[config.mk]
export PLATFORM = sky130hd
export DESIGN_NAME = lru_key_value_cache
export DESIGN_NICKNAME = d
export VERILOG_FILES = /design/src/design/lruc_pkg.sv /design/src/design/lruc_cell.sv /design/src/design/lru_key_value_cache.sv
export SDC_FILE = /design/constraint.sdc
export NUM_CORES = 2
export LEC_CHECK = 0
export ABC_AREA = 1
export BUFFER_PORTS_ARGS = -buffer_cell sky130_fd_sc_hd__buf_2
export CAP_MARGIN = 20
export CORE_AREA = 2 2 320 322
export DETAILED_ROUTE_END_ITERATION = 7
export DIE_AREA = 0 0 322 324
export PLACE_DENSITY = 0.67
export REMOVE_ABC_BUFFERS = 1
export SLEW_MARGIN = 20
export SYNTH_ARGS = -nofsm -noshare
export SYNTH_HDL_FRONTEND = slang
export SYNTH_SLANG_ARGS = --single-unit
[constraint.sdc]
create_clock -name clk -period 7.4 [get_ports clk]
set_input_delay 0.37 -clock clk [delete_from_list [all_inputs] [get_ports clk]]
set_output_delay 0.37 -clock clk [all_outputs]
set_load 0.005 [all_outputs]
[src/design/lruc_pkg.sv]
`timescale 1ns / 1ps
// Shared types and constants for the LRU key/value cache.
// Used by lruc_cell, lru_key_value_cache and lruc_checker; depends on nothing.
package lruc_pkg;

  localparam int ENTRIES_DEF = 16;
  localparam int KEY_W       = 32;
  localparam int VAL_W       = 32;
  localparam int CAP_W       = 5;
  localparam int APB_DATA_W  = 32;
  localparam int APB_ADDR_W  = 2;

  localparam logic [CAP_W-1:0]      CAP_RESET    = CAP_W'(16);
  localparam logic [APB_ADDR_W-1:0] ADDR_CAPACITY = '0;

  localparam logic KIND_GET = 1'b0;
  localparam logic KIND_PUT = 1'b1;

  localparam logic [VAL_W-1:0] MISS_VALUE = '1;

  // One cache entry as it moves along the row of cells.
  typedef struct packed {
    logic             valid;
    logic [KEY_W-1:0] key;
    logic [VAL_W-1:0] value;
  } entry_t;

  // Update applied to the whole row together.
  typedef struct packed {
    logic touch;   // hit: move the matching entry to the head
    logic insert;  // new key, room left: every valid entry moves down one
    logic evict;   // new key, full: the last valid entry drops off
  } op_t;

endpackage

[src/design/lruc_cell.sv]
`timescale 1ns / 1ps
// One position of the recency-ordered entry row; position 0 is most recent.
// Depends on lruc_pkg for entry_t and op_t.
module lruc_cell (
  input  logic                    clk,
  input  logic                    rst_n,
  input  lruc_pkg::op_t           op,
  input  lruc_pkg::entry_t        prev_entry,
  input  logic                    next_valid,
  input  logic [lruc_pkg::KEY_W-1:0] lookup_key,
  input  logic                    match_after_i,
  output logic                    match_after_o,
  input  logic [lruc_pkg::VAL_W-1:0] hit_val_i,
  output logic [lruc_pkg::VAL_W-1:0] hit_val_o,
  input  logic [lruc_pkg::KEY_W-1:0] last_key_i,
  output logic [lruc_pkg::KEY_W-1:0] last_key_o,
  output lruc_pkg::entry_t        entry_o
);
  import lruc_pkg::*;

  logic             valid_r;
  logic [KEY_W-1:0] key_r;
  logic [VAL_W-1:0] value_r;
  logic             match;
  logic             is_last;
  logic             shift;

  // Local compare; the hit flag ripples toward the head of the row.
  assign match         = valid_r && (key_r == lookup_key);
  assign match_after_o = match_after_i | match;

  // The last valid entry is the least recent one.
  assign is_last    = valid_r && !next_valid;
  assign hit_val_o  = hit_val_i | (match ? value_r : '0);
  assign last_key_o = last_key_i | (is_last ? key_r : '0);

  // Take the neighbor's entry when the update spans this position.
  assign shift = (op.touch && match_after_o) ||
                 (op.insert && prev_entry.valid) ||
                 (op.evict && valid_r);

  always_ff @(posedge clk) begin
    if (!rst_n) begin
      valid_r <= 1'b0;
    end else if (shift) begin
      valid_r <= prev_entry.valid;
    end
  end

  // Key and value need no reset: they are only looked at while valid.
  always_ff @(posedge clk) begin
    if (shift) begin
      key_r   <= prev_entry.key;
      value_r <= prev_entry.value;
    end
  end

  assign entry_o = '{valid: valid_r, key: key_r, value: value_r};

endmodule

[src/design/lru_key_value_cache.sv]
`timescale 1ns / 1ps
// Top level of the LRU key/value cache: APB capacity register, cell row, result register.
// Depends on lruc_pkg and lruc_cell.

// The cache takes one get or put request per clock cycle: a request is taken when start
// is high and busy is low, and its result appears on the out_ ports, marked by out_valid,
// in the following cycle for exactly one cycle. busy is high only in the first cycle after
// reset. The result cannot be held off, so it must be captured when out_valid is high.
// Entries are kept in a row of cells sorted by recency; the key compare ripples through
// the whole row and the row shifts in the same cycle, and that ripple sets the clock rate.
module lru_key_value_cache #(
  parameter int ENTRIES = lruc_pkg::ENTRIES_DEF
) (
  input  logic                          clk,
  input  logic                          rst_n,
  // request channel
  input  logic                          start,
  output logic                          busy,
  input  logic                          in_kind,
  input  logic signed [lruc_pkg::KEY_W-1:0] in_key,
  input  logic signed [lruc_pkg::VAL_W-1:0] in_value,
  // result channel
  output logic                          out_valid,
  output logic                          out_hit,
  output logic signed [lruc_pkg::VAL_W-1:0] out_read_value,
  output logic                          out_evicted,
  output logic signed [lruc_pkg::KEY_W-1:0] out_evicted_key,
  // configuration port
  input  logic                          psel,
  input  logic                          penable,
  input  logic                          pwrite,
  input  logic [lruc_pkg::APB_ADDR_W-1:0] paddr,
  input  logic [lruc_pkg::APB_DATA_W-1:0] pwdata,
  output logic [lruc_pkg::APB_DATA_W-1:0] prdata,
  output logic                          pready
);
  import lruc_pkg::*;

  localparam int OCC_W = $clog2(ENTRIES + 1);
  localparam int CMP_W = (OCC_W > CAP_W) ? OCC_W : CAP_W;

  logic [CAP_W-1:0] cap_r;
  logic [OCC_W-1:0] occ_r;
  logic             busy_r;
  logic             accept;
  logic             hit;
  logic             full;
  logic [CMP_W-1:0] cap_eff;
  op_t              op;
  entry_t           head;

  entry_t           ent    [ENTRIES];
  logic             nvalid [ENTRIES];
  logic             mchain [ENTRIES+1];
  logic [VAL_W-1:0] vchain [ENTRIES+1];
  logic [KEY_W-1:0] kchain [ENTRIES+1];

  logic             out_valid_r;
  logic             out_hit_r;
  logic [VAL_W-1:0] out_read_value_r;
  logic             out_evicted_r;
  logic [KEY_W-1:0] out_evicted_key_r;

  // Configuration register: single capacity register, always ready.
  assign pready = 1'b1;
  assign prdata = APB_DATA_W'(cap_r);

  always_ff @(posedge clk) begin
    if (!rst_n) begin
      cap_r <= CAP_RESET;
    end else if (psel && penable && pwrite && (paddr == ADDR_CAPACITY)) begin
      cap_r <= pwdata[CAP_W-1:0];
    end
  end

  // Capacity clamped to the range one to ENTRIES.
  always_comb begin
    if (cap_r == '0) begin
      cap_eff = CMP_W'(1);
    end else if (CMP_W'(cap_r) > CMP_W'(ENTRIES)) begin
      cap_eff = CMP_W'(ENTRIES);
    end else begin
      cap_eff = CMP_W'(cap_r);
    end
  end

  assign full = CMP_W'(occ_r) >= cap_eff;

  // Request acceptance and the row update it triggers.
  always_ff @(posedge clk) begin
    if (!rst_n) begin
      busy_r <= 1'b1;
    end else begin
      busy_r <= 1'b0;
    end
  end

  assign busy   = busy_r;
  assign accept = start && !busy_r;
  assign hit    = mchain[0];

  assign op.touch  = accept && hit;
  assign op.insert = accept && (in_kind == KIND_PUT) && !hit && !full;
  assign op.evict  = accept && (in_kind == KIND_PUT) && !hit && full;

  // New head entry: the requested key, with the put value or the value that was found.
  assign head.valid = 1'b1;
  assign head.key   = in_key;
  assign head.value = (in_kind == KIND_PUT) ? in_value : vchain[ENTRIES];

  // Row of cells, head at position 0.
  assign mchain[ENTRIES] = 1'b0;
  assign vchain[0]       = '0;
  assign kchain[0]       = '0;

  for (genvar i = 0; i < ENTRIES; i++) begin : g_cell
    if (i == ENTRIES - 1) begin : g_tail
      assign nvalid[i] = 1'b0;
    end else begin : g_body
      assign nvalid[i] = ent[i+1].valid;
    end

    lruc_cell u_cell (
      .clk          (clk),
      .rst_n        (rst_n),
      .op           (op),
      .prev_entry   ((i == 0) ? head : ent[(i == 0) ? 0 : i-1]),
      .next_valid   (nvalid[i]),
      .lookup_key   (in_key),
      .match_after_i(mchain[i+1]),
      .match_after_o(mchain[i]),
      .hit_val_i    (vchain[i]),
      .hit_val_o    (vchain[i+1]),
      .last_key_i   (kchain[i]),
      .last_key_o   (kchain[i+1]),
      .entry_o      (ent[i])
    );
  end

  // Occupancy grows only on an insert into a free position.
  always_ff @(posedge clk) begin
    if (!rst_n) begin
      occ_r <= '0;
    end else if (op.insert) begin
      occ_r <= occ_r + OCC_W'(1);
    end
  end

  // Result register.
  always_ff @(posedge clk) begin
    if (!rst_n) begin
      out_valid_r <= 1'b0;
    end else begin
      out_valid_r <= accept;
    end
  end

  always_ff @(posedge clk) begin
    if (accept) begin
      out_hit_r         <= hit;
      out_read_value_r  <= (in_kind == KIND_PUT) ? '0 :
                           (hit ? vchain[ENTRIES] : MISS_VALUE);
      out_evicted_r     <= op.evict;
      out_evicted_key_r <= op.evict ? kchain[ENTRIES] : '0;
    end
  end

  assign out_valid       = out_valid_r;
  assign out_hit         = out_hit_r;
  assign out_read_value  = out_read_value_r;
  assign out_evicted     = out_evicted_r;
  assign out_evicted_key = out_evicted_key_r;

endmodule

---- After elaboration in Yosys (flattened, before gate mapping) ----
Index checks and enable logic that the tools add are counted.
storage, ports and cells
  bits of input ports ..................... 105
  bits in latches ......................... 0
  memories ................................ 0
  output and inout port bits .............. 101
  memory bits (read-only) ................. 0
  logic and storage cells ................. 296
  memory bits (writable) .................. 0
  bits in registers ....................... 1118
operators by class
  multipliers ............................. 0
  divide/modulo/power cells ............... 0
  reduce and logical (&&, ||, !) cells .... 139
  $lt $le $gt $ge ......................... 2
  add/subtract/negate cells ............... 1
  equal/unequal tests ..................... 16
  bitwise operators ....................... 45
  shift operators ......................... 0
  muxes and demuxes ....................... 37
operator list
  kind                   number
  $mux W32               34
  $or A32 B32 Y32        30
  $eq A32 B32 Y1         16
  $logic_and A1 B1 Y1    87
  $logic_or A1 B1 Y1     32
  $logic_not A1 Y1       18
  $or A1 B1 Y1           15
  $mux W5                2
  $add A5 B1 Y5 const B  1
  $ge A5 B5 Y1           1
  $gt A5 B5 Y1 const B   1
  $logic_not A5 Y1       1
  $logic_not A2 Y1       1
  $mux W1                1

---- Logic depth before layout (Yosys ltp) ----
  word-level depth ........................ 23
  gate-level depth with buffers ........... 26
  depth with buffers taken out ............ 23

---- By module ----
From an unflattened synthesis, not the netlist that was laid out.
second synthesis, totals
  cell total of the unflattened synthesis .. 5591
  area total of the unflattened synthesis .. 56618.1 um^2
modules (own cells, without submodules)
  module               cells an instance  area an instance (um^2)  sequential area each (um^2)  instances
  lruc_cell            324                3295.7                   1941.9                       16
  lru_key_value_cache  407                3887.5                   2222.1                       1

---- Worst setup path before layout ----
Ideal clock, no wire load.
  path type ............................... input to register
  start ................................... in start
  end ..................................... reg g_cell[0].u_cell.key_r[0] (enable)
  required time ........................... 6.914 ns
  path buffers ............................ 1
  data arrival time ....................... 7.450 ns
  path slack .............................. -0.537 ns
  stages .................................. 9
  cell sequence ........................... inv_1 > nor2_1 > inv_1 > nor2_1 > nand4_1 > nor2_2 > buf_4 > nor3_1 > nor2_1
on the way
  cells in the longest elaborated chain, start to end .. 6
  elaborated cells on any way between the ends .. 10
  those cells by class .................... reduce/logical: 10
RTL lines
  what                                                       RTL line                                                source
  start: declaration                                         lru_key_value_cache.sv:17                               input logic start,
  $logic_and A1 B1 Y1 (*)                                    lru_key_value_cache.sv:99                               assign accept = start && !busy_r;
  named net accept                                           lru_key_value_cache.sv:45                               logic accept;
  $logic_and A1 B1 Y1 (2 in series)                          lru_key_value_cache.sv:103, lru_key_value_cache.sv:104
  $logic_and A1 B1 Y1, on equally long branches              lru_key_value_cache.sv:103, lru_key_value_cache.sv:104
  $logic_or A1 B1 Y1 or $logic_and A1 B1 Y1 (tied branches)  lruc_cell.sv:38, lruc_cell.sv:40
  $logic_or A1 B1 Y1 (*)                                     lruc_cell.sv:39                                         (op.insert && prev_entry.valid) ||
  named net g_cell[0].u_cell.shift                           lruc_cell.sv:26                                         logic shift;
  end signal: assignment                                     lruc_cell.sv:53                                         key_r <= prev_entry.key;
  end: declaration                                           lruc_cell.sv:22                                         logic [KEY_W-1:0] key_r;
The timed path passes the listed nets; every way through them passes the cells marked *.
A chain may end at the register's enable or synchronous reset.

---- Worst setup path in the final report ----
  start ................................... reg g_cell[12].u_cell.key_r[17]
  end ..................................... reg out_evicted_key_r[12], in the netlist out_evicted_key[12], data pin
on the way
  cells in the longest elaborated chain, start to end .. 18
RTL lines
  what                               RTL line                    source
  start: declaration                 lruc_cell.sv:22
  start signal: assignment           lruc_cell.sv:53
  $eq A32 B32 Y1                     lruc_cell.sv:29             assign match = valid_r && (key_r == lookup_key);
  $logic_and A1 B1 Y1                lruc_cell.sv:29
  $or A1 B1 Y1 (13 in series)        lruc_cell.sv:30             assign match_after_o = match_after_i | match;
  $logic_not A1 Y1                   lru_key_value_cache.sv:104  assign op.evict = accept && (in_kind == KIND_PUT) && !hit && full;
  $logic_and A1 B1 Y1 (2 in series)  lru_key_value_cache.sv:104
  end signal: assignment             lru_key_value_cache.sv:164  out_evicted_key_r <= op.evict ? kchain[ENTRIES] : '0;
  end: declaration                   lru_key_value_cache.sv:62   logic [KEY_W-1:0] out_evicted_key_r;
Every way passes these cells.

==> results.toml <==
[timing]
setup_viol = 0
slew_headroom_pct = 13.1
rsz0062_at_grt = "no"
fin_ws_ns = 1.41
min_period_over_period_pct = 81.0
finalSetupTns_ns = 0
period_needed_ns = 5.99
fin_worst_skew_ns = 0.0256
hold_violations = 0
finalMaxSlewViolations = 0
clock.fmax_mhz = 167
worstMarginPinSlew_ns = 1.29

[final_layout]
multi_input_area_um2 = 12600
syn2layout_area_growth_pct = 14.2
nNetsFinal = 4168
final-seq-area_um2 = 33300
drive_gt1_share_pct = 11.7
fillerInstances = 8597

[detailed_routing]
routed_wl_um = 232000
avgViaCountPerCell = 7.03
vias = 38400
firstDrtPassIters = 7
ant_nets = 0
dr.first_iter.drc_count = 7469
detail_route.wl_per_cell_um = 42.5
drc = 0

[global_routing]
track_usage_pct = 43.9
grt.overflow.total = 0
grt_max_degree = 54
grt_pass1_wl_um = 305000
antenna_found_initial = 12
grt_pass1_vias = 34800

[floorplan]
core-area_um2 = 101000
dieHeight_um = 324
pin_count = 206
start_util_pct = 47.6
rows = 117
die_w_um = 322
die-area_um2 = 104000

[clock_tree]
clkSlewWorstSetupHoldPaths_ns = 0.06
cts_tree = "done"
numCtsBuffers = 113
clock_sinks = 1118
cts_root_buf = "clkbuf_16"
cts_buffer_depth = 3
clk_latency_ns = 0.74
cts.htree.levels = 3

[place]
place_congestion = 1.10
portBuffers = 150
pre_cts_ws_ns = 1.55
hpwlAfterDp_um = 158000

[synth]
syn_area_per_cell_um2 = 12.5
async_flop_share_pct = 0
synth_area_um2 = 48100
ys_seq_area_share_pct = 69.2
synth_warnings = 0
synth.distinct_cells = 49
ys_seq_elements = 1118
synth_ff_type = "edfxtp_1"
synth-edff-count = 1090
synthCells = 3854

[power_and_ir_drop]
peakVddDrop_uv = 205
pwr_density_cell_nw_per_um2 = 244
leakage_nw = 19.5

[run_status]
status = "completed"

[flow_run]
maxCapViolCount = 0

[setup_path]
path_class = "register to register"
cp.arrival_ns = 6.38
critPathLaunchType = "register"
required_ns = 7.78
end_kind = "register"
worstPathMaxFanout = 33

[hold_path]
min_path_type = "primary input to register"
## cell families after synthesis
logic type	Yosys count	share of synthesized area, %
buffers and inverters	613	5.39
flip-flops	1118	69.2
XOR/XNOR	128	2.33
AO/OA/AOI/OAI	833	12.7
other	2	0.0156
adder cells (fa/ha/maj)	6	0.156
AND/OR/NAND/NOR	1154	10.2
## path summary, 6_finish.rpt
| kind | start | to | slack [ns] | cells after the start |
|---|---|---|---|---|
| worst max-delay path | g_cell[12].u_cell.key_r[17]$_DFFE_PP_ | out_evicted_key[12]$_SDFFCE_PP0P_ | 1.41 | 20 |
| worst min-delay path | in_value[30] | g_cell[0].u_cell.value_r[30]$_DFFE_PP_ | 0.04 | 3 |
| worst max register to register | g_cell[12].u_cell.key_r[17]$_DFFE_PP_ | out_evicted_key[12]$_SDFFCE_PP0P_ | 1.41 | 20 |
| worst min register to register | g_cell[11].u_cell.value_r[5]$_DFFE_PP_ | g_cell[12].u_cell.value_r[5]$_DFFE_PP_ | 0.44 | 0 |
## per-layer routing
metal	global-route usage, %	part of all wire, %	vias to the layer above
li1	-	-	14800
met1	60.4	38	19100
met2	60.7	41	3760
met3	16.6	16	760
met4	22.1	6.2	14
met5	0	0.052	-
## critical path, cell delays in order (launching register included)
cell and delay (ns):
edfxtp_1 0.39, inv_1 0.34, nand2_1 0.15, o21ai_0 0.27
nor2_1 0.10, nand2_1 0.12, nor2_1 0.06, nand2_1 0.10
nor2_1 0.06, nand2_1 0.18, inv_2 0.42, nor2_1 0.28
nand4_1 0.13, nor2_1 0.17, nand4_1 0.15, nor2_2 0.19
nand4_4 0.14, nor2_8 0.35, nand3_2 0.75, buf_12 0.47
a41oi_1 0.78
## final cells by class
type	count	area share [%]
flip-flops and latches	1118	60.6
multi-input cells	2149	22.9
clock buffers	137	5.39
repair buffers	276	3.89
well taps	1309	2.98
inverters	399	2.72
clock inverters	74	1.55
diodes	7	0.0319
## synth_stat cells, types with 2 or more instances
master / n / area (um2)
xor2_1: 48 / 420
nand2_1: 711 / 2670
a41oi_1: 29 / 254
conb_1: 2 / 7.51
buf_2: 52 / 260
a221oi_1: 267 / 2340
edfxtp_1: 1090 / 32700
nor3b_1: 2 / 15.0
o221ai_1: 6 / 52.6
o21ai_0: 141 / 706
nand4_1: 102 / 638
ha_1: 6 / 75.1
clkinv_1: 11 / 41.3
inv_2: 23 / 86.3
clkbuf_1: 102 / 383
nor2_1: 203 / 762
a211oi_1: 9 / 67.6
or2_2: 9 / 56.3
a22o_1: 123 / 1080
buf_4: 49 / 368
xnor2_1: 80 / 701
a21oi_1: 33 / 165
o211ai_1: 5 / 37.5
a31oi_1: 3 / 18.8
dfxtp_1: 28 / 561
nor3_1: 12 / 60.1
and3_1: 4 / 25.0
nor4_1: 41 / 257
o21ai_1: 9 / 45.0
o22ai_1: 189 / 1180
buf_6: 6 / 67.6
nor2_2: 5 / 31.3
o2111ai_1: 13 / 114
buf_1: 5 / 18.8
o21bai_1: 2 / 15.0
inv_1: 365 / 1370
nand3_1: 50 / 250
nand3_2: 7 / 70.1
or4_1: 2 / 15.0
## cell usage in the layout (no fill, tap or decap), drive strengths merged, types with 2 or more instances in the layout
cell type       n
or2            10
o2111ai        13
inv           390
o21bai          2
or4             2
and3            4
o211ai          5
nor3b           2
edfxtp       1090
nor3           12
a22o          123
nand3          57
o21ai         150
conb           28
a41oi          29
o221ai          6
diode           7
clkinvlp        6
a211oi          9
a221oi        267
dlygate4sd3    36
a31oi           3
nor2          209
xor2           48
a21oi          34
nand4         103
dfxtp          28
o22ai         189
clkinv         61
xnor2          80
nand2         711
ha              6
bufinv         16
buf           240
nor4           41
clkbuf        137
## where the power goes
part	switching (mW)	total [mW]	internal, mW
Sequential	0.0139	6.89	6.88
Combinational	0.378	0.500	0.122
Clock	2.59	6.00	3.42
Total	2.98	13.4	10.4
## sequential cells by signal, summed over array words and instances (netlist names)
signal and cells:
busy 1, out_evicted_key 32, g_cell.u_cell.key_r 512, occ_r 5
out_hit 1, g_cell.u_cell.value_r 512, cap_r 5, out_valid 1
out_read_value 32, g_cell.u_cell.valid_r 16, out_evicted 1
## metrics by stage
stage	area, um2	hold WS [ns]	utilization (%)	total power [mW]	std cells
after floorplan	47100	0.426	-	7.20	3666
after global placement	50800	0.429	50.3	7.47	5215
after detailed placement	50800	0.433	50.3	7.47	5215
after CTS	54900	0.0143	54.4	13.4	5462
after global routing	55000	0.00240	54.4	13.6	5462
final	55000	0.0369	54.4	13.4	5469
## repair_timing
| action | in CTS | in global routing |
|---|---|---|
| buffers inserted | 0 | 0 |
| endpoints found under the hold margin | 36 | 0 |
| gates resized for setup | 0 | 0 |
| hold buffers | 36 | 0 |
No activity file was read; power rests on OpenSTA's default activity.
